--- config.mk ---
export PLATFORM = sky130hd
export DESIGN_NAME = rti_front
export DESIGN_NICKNAME = d
export VERILOG_FILES = /design/src/rtl/rti_pkg.sv /design/src/rtl/rti_front.sv
export SDC_FILE = /design/constraint.sdc
export NUM_CORES = 1
export LEC_CHECK = 0
export BUFFER_PORTS_ARGS = -buffer_cell sky130_fd_sc_hd__buf_4
export CAP_MARGIN = 20
export CORE_UTILIZATION = 40
export DETAILED_ROUTE_END_ITERATION = 12
export GPL_TIMING_DRIVEN = 0
export PLACE_DENSITY = 0.68
export RECOVER_POWER = 25
export SLEW_MARGIN = 20
export SYNTH_ARGS = -nofsm -noshare
export SYNTH_HDL_FRONTEND = slang
export SYNTH_SLANG_ARGS = --single-unit
--- constraint.sdc ---
create_clock -name aclk -period 3.2 [get_ports aclk]
set_input_delay 0.48 -clock aclk [delete_from_list [all_inputs] [get_ports aclk]]
set_output_delay 0.48 -clock aclk [all_outputs]
set_load 0.005 [all_outputs]
--- src/rtl/rti_pkg.sv ---
`default_nettype none
package rti_pkg;

    typedef struct packed {
        logic        req_type;
        logic [3:0]  row_sel;
        logic [3:0]  column_sel;
        logic [15:0] write_word;
        logic [15:0] level;
    } in_item_t;

    typedef struct packed {
        logic [1:0]  status;
        logic [2:0]  value_index;
        logic [15:0] result_value;
        logic        last;
    } out_item_t;

    typedef enum logic [1:0] {
        OP_DROP   = 2'd0,
        OP_WRITE  = 2'd1,
        OP_LOOKUP = 2'd2
    } op_t;

    typedef struct packed {
        op_t         op;
        logic [3:0]  row_sel;
        logic [3:0]  column_sel;
        logic [15:0] write_word;
        logic [15:0] level;
    } q_item_t;

    localparam logic REQ_LOOKUP = 1'b1;

    localparam logic [1:0] ST_COPY    = 2'd0;
    localparam logic [1:0] ST_INTERP  = 2'd1;
    localparam logic [1:0] ST_NOMATCH = 2'd2;

    localparam logic CFG_IDX_ROWS   = 1'b0;
    localparam logic CFG_IDX_VALUES = 1'b1;
    localparam int   CFG_W          = 5;

    localparam logic [4:0] ROWS_RESET   = 5'd16;
    localparam logic [3:0] VALUES_RESET = 4'd8;

    // round up when the fraction reaches ROUND_NUM / ROUND_DEN for rising values, and only when it exceeds it otherwise
    localparam int ROUND_NUM = 3;
    localparam int ROUND_DEN = 5;

endpackage
`default_nettype wire

--- src/rtl/rti_front.sv ---
`default_nettype none
module rti_front #(
    parameter int MAX_ROWS   = 16,
    parameter int MAX_VALUES = 8
) (
    input  wire logic              aclk,
    input  wire logic              aresetn,
    input  wire logic              s_valid,
    output logic                   s_ready,
    input  wire rti_pkg::in_item_t s_data,
    output logic                   q_valid,
    output rti_pkg::q_item_t       q_item,
    input  wire logic              q_pop
);
    import rti_pkg::*;

    localparam int ROW_WORDS = MAX_VALUES + 2;

    q_item_t    q_mem_reg [2];
    logic       wr_ptr_reg;
    logic       rd_ptr_reg;
    logic [1:0] count_reg;
    logic [1:0] count_next;
    logic       push;
    q_item_t    item;

    // classify: out-of-range writes travel as drops
    always_comb begin
        item.row_sel    = s_data.row_sel;
        item.column_sel = s_data.column_sel;
        item.write_word = s_data.write_word;
        item.level      = s_data.level;
        if (s_data.req_type == REQ_LOOKUP) begin
            item.op = OP_LOOKUP;
        end else if (32'(s_data.row_sel) < MAX_ROWS &&
                     32'(s_data.column_sel) < ROW_WORDS) begin
            item.op = OP_WRITE;
        end else begin
            item.op = OP_DROP;
        end
    end

    assign s_ready    = (count_reg != 2'd2);
    assign push       = s_valid && s_ready;
    assign q_valid    = (count_reg != 2'd0);
    assign q_item     = q_mem_reg[rd_ptr_reg];
    assign count_next = count_reg + {1'b0, push} - {1'b0, q_pop};

    always_ff @(posedge aclk) begin
        if (!aresetn) begin
            wr_ptr_reg <= 1'b0;
            rd_ptr_reg <= 1'b0;
            count_reg  <= 2'd0;
        end else begin
            if (push) wr_ptr_reg <= ~wr_ptr_reg;
            if (q_pop) rd_ptr_reg <= ~rd_ptr_reg;
            count_reg <= count_next;
        end
    end

    always_ff @(posedge aclk) begin
        if (push) q_mem_reg[wr_ptr_reg] <= item;
    end

endmodule
`default_nettype wire

* After elaboration in Yosys (flattened, before gate mapping)
Memory sizes are Yosys's and may differ from the RTL's. A register that Yosys moved wholly into a read port is not among the register bits. Index checks and enable logic that the tools add are counted.
Word-level totals: flip-flop bits (word level) 4, bits in writable memories 84, word-level logic and storage cells 18, memories kept 1
Memories:
- q_mem_reg | words 2, width 42, rd ports 1, clocked after Yosys merged registers in 1, wr ports 1, line rti_front.sv:19 | q_item_t q_mem_reg [2];
Operators by class: add/subtract/negate cells 2, order comparisons 1, equality and inequality tests 1, muxes and demuxes 6, bitwise gates (word level) 2, reduce and logical (&&, ||, !) cells 2
Operators by type and width (number):
- 1-bit two-way mux | 5
- 4-bit less-than comparator (second input constant) | 1
- 2-bit by 1-bit adder with 2-bit output | 1
- 2-bit two-way mux | 1
- 2-bit inequality test (second input constant) | 1
- 1-bit NOT | 2
- 2-bit nonzero test | 1
- 2-bit by 1-bit subtractor with 2-bit output | 1
- 1-bit logical AND | 1

* Logic depth before layout (Yosys ltp)
Gate-level depths: netlist of run 1.
depth in word-level cells 4, depth in mapped cells 7, depth with buffers taken out 7

* Worst setup path before layout of run 1
No wires, ideal clock.
kind register -> register, from register count_reg[0], to memory q_mem_reg[1][0] (netlist name), enable pin, data arrival time 1.637 ns, data required time 2.796 ns, setup slack 1.160 ns, stages on the path, launching flop included 3, buffers on the path 0, path through dfxtp_1 > nand2b_1 > and3_1
On the way: cells in the longest elaborated chain, start to end 4
Ends and longest elaborated chain:
- start, declared | line rti_front.sv:22 | logic [1:0] count_reg;
- start signal, assigned | line rti_front.sv:57 | count_reg <= count_next;
- 2-bit inequality test | line rti_front.sv:43 | assign s_ready = (count_reg != 2'd2);
- via s_ready | line rti_front.sv:9 | output logic s_ready,
- 1-bit logical AND | line rti_front.sv:44 | assign push = s_valid && s_ready;
- 1-bit two-way mux | line rti_front.sv:62 | if (push) q_mem_reg[wr_ptr_reg] <= item;
- 1-bit two-way mux (not written as such) | line rti_front.sv:62
- end, declared | line rti_front.sv:19
The timed path passes the listed nets, and every way through them passes these cells.

==> results.py, run 1 <==
metrics = {
    "grt": {
        "first_global_vias": 1905,
        "grt_use_met2": 0.248,
        "grt_pass1_wl_um": 8880,
        "grtUsageTotal": 0.139,
        "antenna_found_initial": 0,
        "overflow": 0,
        "grt_max_degree": 30,
        "grtUsageMet3": 0.0378,
        "busiest_layer": "met2",
        "use_met1": 0.159,
    },
    "synthesis": {
        "ys_seq_area_frac": 0.793,
        "syn_area_per_cell_um2": 20.5,
        "synth_seq_cells": 89,
        "synthDistinctLibCells": 25,
        "synthCells": 161,
        "synthesis.area_um2": 3310,
        "yosysTopAreaCellShare": 0.762,
        "ys_top_cells_by_area": "edfxtp_1 (76%), mux2_2 (14%), dfxtp_1 (3.0%), buf_4 (0.91%), and2_1 (0.57%)",
        "yosys_warnings": 0,
        "syn_nets": 207,
        "synth_top_cell_by_area": "edfxtp_1",
    },
    "final_layout": {
        "layout-drive-gt1-share": 0.573,
        "largest_register_ffs": 84,
        "final_nets": 308,
        "antenna_cells": 0,
        "fin_cells": 369,
        "area_delta_synth_final_pct": 31.3,
    },
    "critical_path": {
        "reg2reg_from": "count_reg[0]",
        "cp.arrival_ns": 1.51,
        "slowest_delay_ns": 0.36,
        "critPathSlowestCell": "mux2_2",
        "cp-end-kind": "primary output",
        "startpoint_type": "flip-flop",
        "critPathMostFrequentCell": "buf_4",
        "path_cells": "buf_2 -> buf_4 -> mux2_2 -> buf_4",
        "critPathKind": "flip-flop to primary output",
        "rr_worst_depth": 3,
        "required_ns": 2.72,
        "reg2reg_setup_slack_ns": 1.46,
        "critPathMaxFanout": 10,
        "r2r_end": "q_mem_reg[1][7]",
    },
    "clock_tree": {
        "ctsResizeCount": 0,
        "clockRootBuffer": "clkbuf_8",
        "cts_hold_buf": 0,
        "clkTransAtPathRegs_ns": 0.09,
        "cts_tree": "done",
        "clock-sinks": 89,
        "cts_setup_buffers": 0,
        "clock_latency_ns": 0.34,
        "cts-buffers-inserted": 9,
        "clock_path_buffers": 2,
        "cts_htree_levels": 3,
    },
    "floorplan": {
        "dieHeight_um": 92.9,
        "dieArea_um2": 8640,
        "die_w_um": 92.9,
        "coreArea_um2": 7850,
        "boundaryPins": 89,
        "start_util": 0.422,
        "row_count": 32,
    },
    "hold_path": {
        "hold_depth": 1,
        "worstHoldPathType": "input pin to flip-flop",
        "hold_end": "q_mem_reg[1][12]",
        "hp-start": "s_data[12]",
    },
    "route": {
        "drt-initial-drc-count": 28,
        "wire_per_inst_um": 15.4,
        "drt.antenna.violating_nets": 0,
        "viasPerCell": 4.75,
        "vias": 1752,
        "routed_wl_um": 5680,
        "first_pass_iters": 3,
        "drc": 0,
    },
    "timing": {
        "setup_viol": 0,
        "relSlewSlack": 0.648,
        "fmax_mhz": 502,
        "slew_viol_final": 0,
        "worst_slew_pin_slew_ns": 0.528,
        "min_period_ns": 1.99,
        "rsz0062_at_grt": "false",
        "fin_worst_skew_ns": 0.00883,
        "hold_violations": 0,
        "finalSetupTns_ns": 0,
        "post-route-period-util": 0.623,
    },
    "placement": {
        "dp_cells": 353,
        "place.gp.congestion": 0.647,
        "hpwl_um": 3820,
        "port_buffers": 88,
    },
    "power": {
        "switching_share": 0.225,
        "p_leak_nw": 1.62,
        "comb_power_share": 0.148,
        "vdd_drop_max_mv": 0.343,
        "internal_power_mw": 2.06,
        "power.total_mw": 2.67,
        "switching_power_mw": 0.601,
        "power_density_nw_per_um2": 614,
        "p_clk_frac": 0.321,
        "seqPwrFrac": 0.531,
    },
    "run_status": {
        "status": "finished clean",
    },
    "flow_run": {
        "drv_cap": 0,
    },
}
[placed cells by master, fill, tap and decap left out, types with 3 or more instances in the layout]
cell type / netlist / final
and2_1: 3 / 3
buf_4: 4 / 61
mux2_2: 42 / 42
clkbuf_8: 0 / 9
clkbuf_1: 0 / 5
edfxtp_1: 84 / 84
dfxtp_1: 5 / 5
clkbuf_4: 0 / 26
inv_6: 0 / 4
[synth_stat cells, drive strengths merged]
cell	count
inv	2
xnor2	1
nand2b	1
ha	1
nand3b	2
edfxtp	84
dfxtp	5
and2	3
mux2i	1
nor4b	1
and3	1
nand2	2
a21boi	2
xor2	1
mux2	42
nor2	1
buf	5
a211oi	1
nand3	1
or2	1
a21bo	1
a211o	1
o21a	1
[power by group through the flow]
stage | registers [mW] | logic, mW | clock network (mW)
final | 1.42 | 0.393 | 0.856
after global routing | 1.43 | 0.432 | 0.925
after CTS | 1.42 | 0.410 | 0.884
after detailed placement | 1.44 | 0.407 | 0
after global placement | 1.44 | 0.383 | 0
after floorplan | 1.44 | 0.184 | 0
[worst max path at each step]
| stage | from | endpoint | slack, ns | cells after the start |
|---|---|---|---|---|
| 6_report | flip-flop | q_item[32] | 1.21 | 4 |
| 5_1_grt | flip-flop | q_item[12] | 1.10 | 4 |
| 4_1_cts | flip-flop | q_item[12] | 1.15 | 4 |
| 3_5_place_dp | s_valid | q_mem_reg[1][10] | 1.44 | 3 |
| 3_3_place_gp | s_valid | q_mem_reg[1][11] | 0.54 | 2 |
| 2_1_floorplan | count_reg[0] | q_mem_reg[1][0] | 1.16 | 2 |
[metrics by stage]
stage	instance area [µm²]	setup slack, ns	util	hold slack [ns]
4_1_cts	4360	1.15	0.556	0.291
3_5_place_dp	4140	1.44	0.527	0.573
2_1_floorplan	3310	1.16	-	0.518
6_report	4340	1.21	0.553	0.315
5_1_grt	4340	1.10	0.553	0.304
3_3_place_gp	4100	0.536	0.522	0.531
[layer usage]
metal  vias to the layer above  share of wire  wire [µm]
li1                        829              -          -
met2                        56           0.55       3120
met1                       859           0.39       2190
met4                         0          0.013         76
met3                         8          0.051        289
met5                         -              0          0
[final cells by class]
| type | instances | area, µm² |
|---|---|---|
| Buffer | 5 | 35.0 |
| Sequential cell | 89 | 2620 |
| Timing Repair Buffer | 90 | 682 |
| Clock buffer | 9 | 124 |
| Tap cell | 102 | 128 |
| Inverter | 2 | 7.51 |
| Fill cell | 688 | 3500 |
| Multi-Input combinational cell | 65 | 644 |
| Clock inverter | 7 | 100 |
[critical path: cells and delay by family (launching register included)]
| kind | cells | cell delay (ns) |
|---|---|---|
| DFF | 1 | 0.31 |
| buffers and inverters | 3 | 0.51 |
| muxes | 1 | 0.36 |
[cells by family (layout without fill, tap and decap cells)]
logic type / after synthesis / count (layout) / synth area share
flops: 89 / 89 / 0.793
mux: 43 / 43 / 0.146
simple gates: 13 / 13 / 0.0235
buf+inv: 7 / 113 / 0.0129
compound gates: 6 / 6 / 0.0159
xor+xnor: 2 / 2 / 0.00530
fa+ha+maj: 1 / 1 / 0.00378
Note: power is estimated with default switching activity, not from simulation.
==> run 2: changes to the inputs <==
PLACE_DENSITY = 0.7   (was 0.68)
clock period = 1.65 ns   (was 3.2 ns; I/O delays follow)
==> run 2 against run 1 <==
The run now ends with setup timing left. Non-clock buffer count is 7 higher. Clock skew about the same. Register-to-register slack got worse by 1.5 ns. Largest power group unchanged. Power rose by 99%.
==> results.py, run 2 (same netlist as run 1, synthesis figures left out) <==
metrics = {
    "hold_path": {
        "worstHoldPathType": "input pin to flip-flop",
    },
    "timing": {
        "slew_viol_final": 0,
        "fmax_mhz": 568,
        "min_period_ns": 1.76,
        "relSlewSlack": 0.596,
        "setup_viol": 71,
        "post-route-period-util": 1.07,
        "finalSetupTns_ns": -3.98,
        "rsz0062_at_grt": "true",
        "worst_slew_pin_slew_ns": 0.607,
        "fin_worst_skew_ns": 0.00879,
        "hold_violations": 0,
        "fin_ws_ns": -0.112,
        "whs_ns": 0.0742,
    },
    "power": {
        "seqPwrFrac": 0.520,
        "switching_share": 0.228,
        "comb_power_share": 0.206,
        "vdd_drop_max_mv": 0.595,
        "internal_power_mw": 4.10,
        "power_density_nw_per_um2": 1100,
        "p_clk_frac": 0.274,
        "switching_power_mw": 1.21,
        "p_leak_nw": 1.91,
    },
    "final_layout": {
        "final_common_cell": "edfxtp_1",
        "area_delta_synth_final_pct": 46.6,
        "largest_register_ffs": 84,
        "most-common-layout-cells": "edfxtp_1 (84), buf_6 (44), mux2_4 (42), buf_4 (30), clkbuf_4 (17)",
        "fill_cells": 630,
        "layout-drive-gt1-share": 0.611,
        "final_nets": 316,
        "antenna_cells": 0,
    },
    "route": {
        "drt.antenna.violating_nets": 0,
        "routed_wl_um": 6180,
        "drt-initial-drc-count": 39,
        "vias": 1797,
        "first_pass_iters": 4,
        "viasPerCell": 4.77,
        "wire_per_inst_um": 16.4,
        "drc": 0,
    },
    "critical_path": {
        "required_ns": 1.40,
        "rr_worst_depth": 3,
        "cp.arrival_ns": 1.51,
        "reg2reg_setup_slack_ns": -0.07,
        "critPathCapture": "q_item[22]",
        "startpoint_type": "flip-flop",
        "critPathKind": "flip-flop to primary output",
        "cp-end-kind": "primary output",
        "r2r_end": "q_mem_reg[0][10]",
        "reg2reg_from": "count_reg[0]",
        "critPathMaxFanout": 8,
    },
    "run_status": {
        "status": "finished, violations left",
        "violations": "setup timing",
    },
    "grt": {
        "grtUsageTotal": 0.155,
        "overflow": 0,
        "grt_max_degree": 43,
        "grt_pass1_wl_um": 9630,
        "antenna_found_initial": 0,
        "first_global_vias": 1947,
    },
    "clock_tree": {
        "cts-buffers-inserted": 9,
        "clockRootBuffer": "clkbuf_8",
        "cts_htree_levels": 3,
        "clock_latency_ns": 0.35,
        "clock-sinks": 89,
        "clock_path_buffers": 2,
        "clkTransAtPathRegs_ns": 0.09,
        "cts_tree": "done",
        "cts_hold_buf": 0,
    },
    "floorplan": {
        "boundaryPins": 89,
        "start_util": 0.422,
        "coreArea_um2": 7850,
        "dieHeight_um": 92.9,
        "die_w_um": 92.9,
        "row_count": 32,
        "dieArea_um2": 8640,
    },
    "placement": {
        "port_buffers": 88,
        "hpwl_um": 3430,
        "place.gp.congestion": 0.632,
    },
    "flow_run": {
        "drv_cap": 0,
    },
}
[run 2: cell types whose count changed in the layout (fill, tap and decap cells not counted), moves of 4 or more]
cell / change
buf_12: +4
buf_4: -31
buf_6: +44
clkbuf_1: -4
clkbuf_4: -9
mux2_2: -42
mux2_4: +42
[run 2: cell type report]
class                      instances  area, µm²  area share
sequential                        89       2630       0.542
timing repair buffer              98        998       0.206
multi-input combinational         65        813       0.168
clock buffer                      10        128      0.0263
tap                              102        128      0.0263
buffer                             4       70.1      0.0144
clock inverter                     6       67.6      0.0139
inverter                           2       11.3     0.00232
timing repair inverter             1       7.51     0.00155
[run 2: how the worst min path moves through the flow]
stage	slack, ns	end	from	cells past startpoint
after floorplan	0.35	q_mem_reg[0][0]	s_data[0]	0
after global placement	0.43	q_mem_reg[0][31]	s_data[31]	1
after detailed placement	0.44	q_mem_reg[0][4]	s_data[4]	1
after CTS	0.05	q_mem_reg[0][32]	s_data[32]	1
after global routing	0.06	q_mem_reg[1][22]	s_data[22]	1
final	0.07	q_mem_reg[1][1]	s_data[1]	1
[run 2: timing repair]
item                                    4_1_cts  5_1_grt
endpoints found under the setup margin      124       84
setup buffers                                 7        1
pin swaps                                     1        0
gates resized for setup                     106        4
gates cloned                                  5        0
[run 2: per-layer routing]
metal	wire length (µm)	global-route usage	part of all wire	vias up
met1	2510	0.175	0.41	887
li1	-	-	-	845
met5	0	0	0	-
met4	125	0.0859	0.020	0
met3	295	0.0452	0.048	9
met2	3250	0.260	0.53	56
[run 2: critical path: stages, from the launching register on]
cell     delay [ns]
dfxtp_2        0.34
buf_12         0.15
buf_12         0.13
buf_16         0.13
mux2_4         0.30
buf_6          0.12
[run 2: power by group through the flow]
stage                     Sequential [mW]  Combinational [mW]  Clock (mW)
final                                2.76                1.09        1.46
after CTS                            2.76                1.14        1.51
after global routing                 2.78                1.17        1.58
after floorplan                      2.79               0.365           0
after detailed placement             2.81               0.762           0
after global placement               2.79               0.756           0
[run 2: stage by stage]
step	worst slack, ns	instance area [µm²]	total power [mW]	instances	utilization
CTS	-0.132	4900	5.41	379	0.624
finish	-0.112	4850	5.31	377	0.618
global placement	-0.438	4110	3.55	351	0.524
floorplan	0.0126	3320	3.15	161	-
detailed placement	-0.453	4110	3.57	351	0.524
global route	-0.207	4850	5.53	377	0.618
==> run 3: changes to the inputs <==
CORE_MARGIN = 2   (was default)
==> run 3 against run 2 <==
Global-route usage is 0.74 points lower. Routed wire length increased by 6.6%. Combinational power about the same. Non-clock buffer count grew 3. Critical path type unchanged. Register-to-register slack improved by 0.15 ns. Final area is essentially flat. The run still ends with setup timing left. Sequential share of layout area is 0.066 points higher. Flip-flop and latch count unchanged.
==> results.py, run 3 (same netlist as run 1, synthesis figures left out) <==
metrics = {
    "critical_path": {
        "path_cells": "buf_8 -> buf_8 -> mux2_4 -> buf_6",
        "reg2reg_from": "count_reg[0]",
        "critPathCapture": "q_item[35]",
        "required_ns": 1.40,
        "critPathSlowestCell": "dfxtp_4",
        "rr_worst_depth": 7,
        "reg2reg_setup_slack_ns": 0.08,
        "critPathKind": "flip-flop to primary output",
        "critPathMostFrequentCell": "buf_8",
        "cp-end-kind": "primary output",
        "r2r_end": "count_reg[1]",
        "critPathMaxFanout": 5,
        "slowest_delay_ns": 0.37,
        "startpoint_type": "flip-flop",
        "cp.arrival_ns": 1.42,
    },
    "timing": {
        "finalSetupTns_ns": -0.233,
        "fmax_mhz": 599,
        "post-route-period-util": 1.01,
        "relSlewSlack": 0.590,
        "fin_worst_skew_ns": 0.00863,
        "worst_slew_pin_slew_ns": 0.615,
        "slew_viol_final": 0,
        "hold_violations": 0,
        "setup_viol": 28,
        "min_period_ns": 1.67,
        "rsz0062_at_grt": "true",
        "fin_ws_ns": -0.0185,
    },
    "power": {
        "seqPwrFrac": 0.519,
        "internal_power_mw": 4.09,
        "switching_power_mw": 1.23,
        "comb_power_share": 0.209,
        "power_density_nw_per_um2": 1100,
        "vdd_drop_max_mv": 0.657,
        "p_leak_nw": 1.89,
        "switching_share": 0.232,
        "p_clk_frac": 0.272,
    },
    "clock_tree": {
        "clock_latency_ns": 0.35,
        "cts_tree": "done",
        "clock_path_buffers": 2,
        "cts_htree_levels": 3,
        "cts-buffers-inserted": 9,
        "cts_hold_buf": 0,
        "clkTransAtPathRegs_ns": 0.09,
        "clockRootBuffer": "clkbuf_8",
        "clock-sinks": 89,
    },
    "grt": {
        "overflow": 0,
        "first_global_vias": 1927,
        "grt_pass1_wl_um": 9430,
        "antenna_found_initial": 0,
        "grt_max_degree": 43,
        "grtUsageTotal": 0.147,
    },
    "floorplan": {
        "row_count": 33,
        "die_w_um": 94.9,
        "dieHeight_um": 94.9,
        "start_util": 0.407,
        "boundaryPins": 89,
        "coreArea_um2": 8130,
        "dieArea_um2": 9010,
    },
    "placement": {
        "port_buffers": 88,
        "dp_cells": 354,
        "place.gp.congestion": 0.672,
        "hpwl_um": 3620,
    },
    "final_layout": {
        "most-common-layout-cells": "edfxtp_1 (84), buf_6 (44), mux2_4 (42), buf_4 (28), clkbuf_4 (19)",
        "final_common_cell": "edfxtp_1",
        "area_delta_synth_final_pct": 46.6,
        "multi_input_area_um2": 813,
        "fill_cells": 646,
        "antenna_cells": 0,
        "final_nets": 321,
        "layout-drive-gt1-share": 0.607,
        "ff_latch_area_um2": 2630,
        "largest_register_ffs": 84,
        "fin_cells": 385,
    },
    "route": {
        "drc": 0,
        "drt.antenna.violating_nets": 0,
        "wire_per_inst_um": 17.1,
        "routed_wl_um": 6590,
        "viasPerCell": 4.79,
        "drt-initial-drc-count": 31,
        "first_pass_iters": 4,
        "vias": 1843,
    },
    "flow_run": {
        "drv_cap": 0,
    },
    "run_status": {
        "violations": "setup timing",
        "status": "finished, violations left",
    },
    "hold_path": {
        "worstHoldPathType": "input pin to flip-flop",
    },
}
==> run 3: cell count changes in the layout (fill, tap and decap cells not counted), sizes merged <==
cell and change:
buf -3, clkbuf +5, clkinv +1, clkinvlp +3, inv -1
==> run 3: worst min path at each step <==
stage | to | start | cells past startpoint | slack, ns
after floorplan | q_mem_reg[0][0] | s_data[0] | 0 | 0.35
after CTS | q_mem_reg[0][14] | s_data[14] | 1 | 0.05
final | q_mem_reg[0][15] | s_data[15] | 1 | 0.08
after global placement | q_mem_reg[0][31] | s_data[31] | 1 | 0.43
after detailed placement | q_mem_reg[0][37] | s_data[37] | 1 | 0.44
after global routing | q_mem_reg[0][0] | s_data[0] | 1 | 0.06
==> run 3: power by group through the flow <==
| stage | combinational (mW) | clock, mW | sequential (mW) |
|---|---|---|---|
| floorplan | 0.365 | 0 | 2.79 |
| global placement | 0.755 | 0 | 2.79 |
| detailed placement | 0.766 | 0 | 2.81 |
| CTS | 1.11 | 1.49 | 2.76 |
| global route | 1.19 | 1.59 | 2.78 |
| finish | 1.11 | 1.45 | 2.76 |
==> run 3: worst max-delay path: cells and delay by family (launching register included) <==
kind / cells / cell delay, ns
flip-flops: 1 / 0.37
buffers and inverters: 3 / 0.38
multiplexers: 1 / 0.31
==> run 3: timing repair <==
item / 4_1_cts / 5_1_grt
setup buffers: 7 / 6
pin swaps: 1 / 0
endpoints found under the hold margin: 0 / 0
gates resized for setup: 93 / 24
gates cloned: 6 / 2
endpoints found under the setup margin: 124 / 84
==> run 3: per-stage QoR <==
step           hold WS (ns)  power [mW]  area [µm²]   util  setup slack [ns]
2_1_floorplan         0.346        3.15        3320      -            0.0126
3_3_place_gp          0.433        3.55        4110  0.506            -0.442
3_5_place_dp          0.436        3.57        4110  0.506            -0.488
4_1_cts              0.0518        5.37        4860  0.598            -0.183
5_1_grt              0.0589        5.56        4850  0.596           -0.0791
6_report             0.0829        5.32        4850  0.596           -0.0185
==> run 3: area by class of cell <==
cell class | instances | share of cell area
clock inverters | 7 | 0.0147
well taps | 105 | 0.0271
repair buffers | 102 | 0.205
multi-input cells | 65 | 0.168
plain buffers | 3 | 0.0103
flip-flops and latches | 89 | 0.542
repair inverters | 3 | 0.00465
clock buffers | 9 | 0.0255
inverters | 2 | 0.00232
==> run 3: metal layers <==
metal / vias to the layer above / track usage / wire length (µm)
met5: - / 0 / 0
met4: 0 / 0.0785 / 123
met3: 10 / 0.0367 / 239
met2: 48 / 0.257 / 3530
met1: 930 / 0.165 / 2700
li1: 855 / - / -
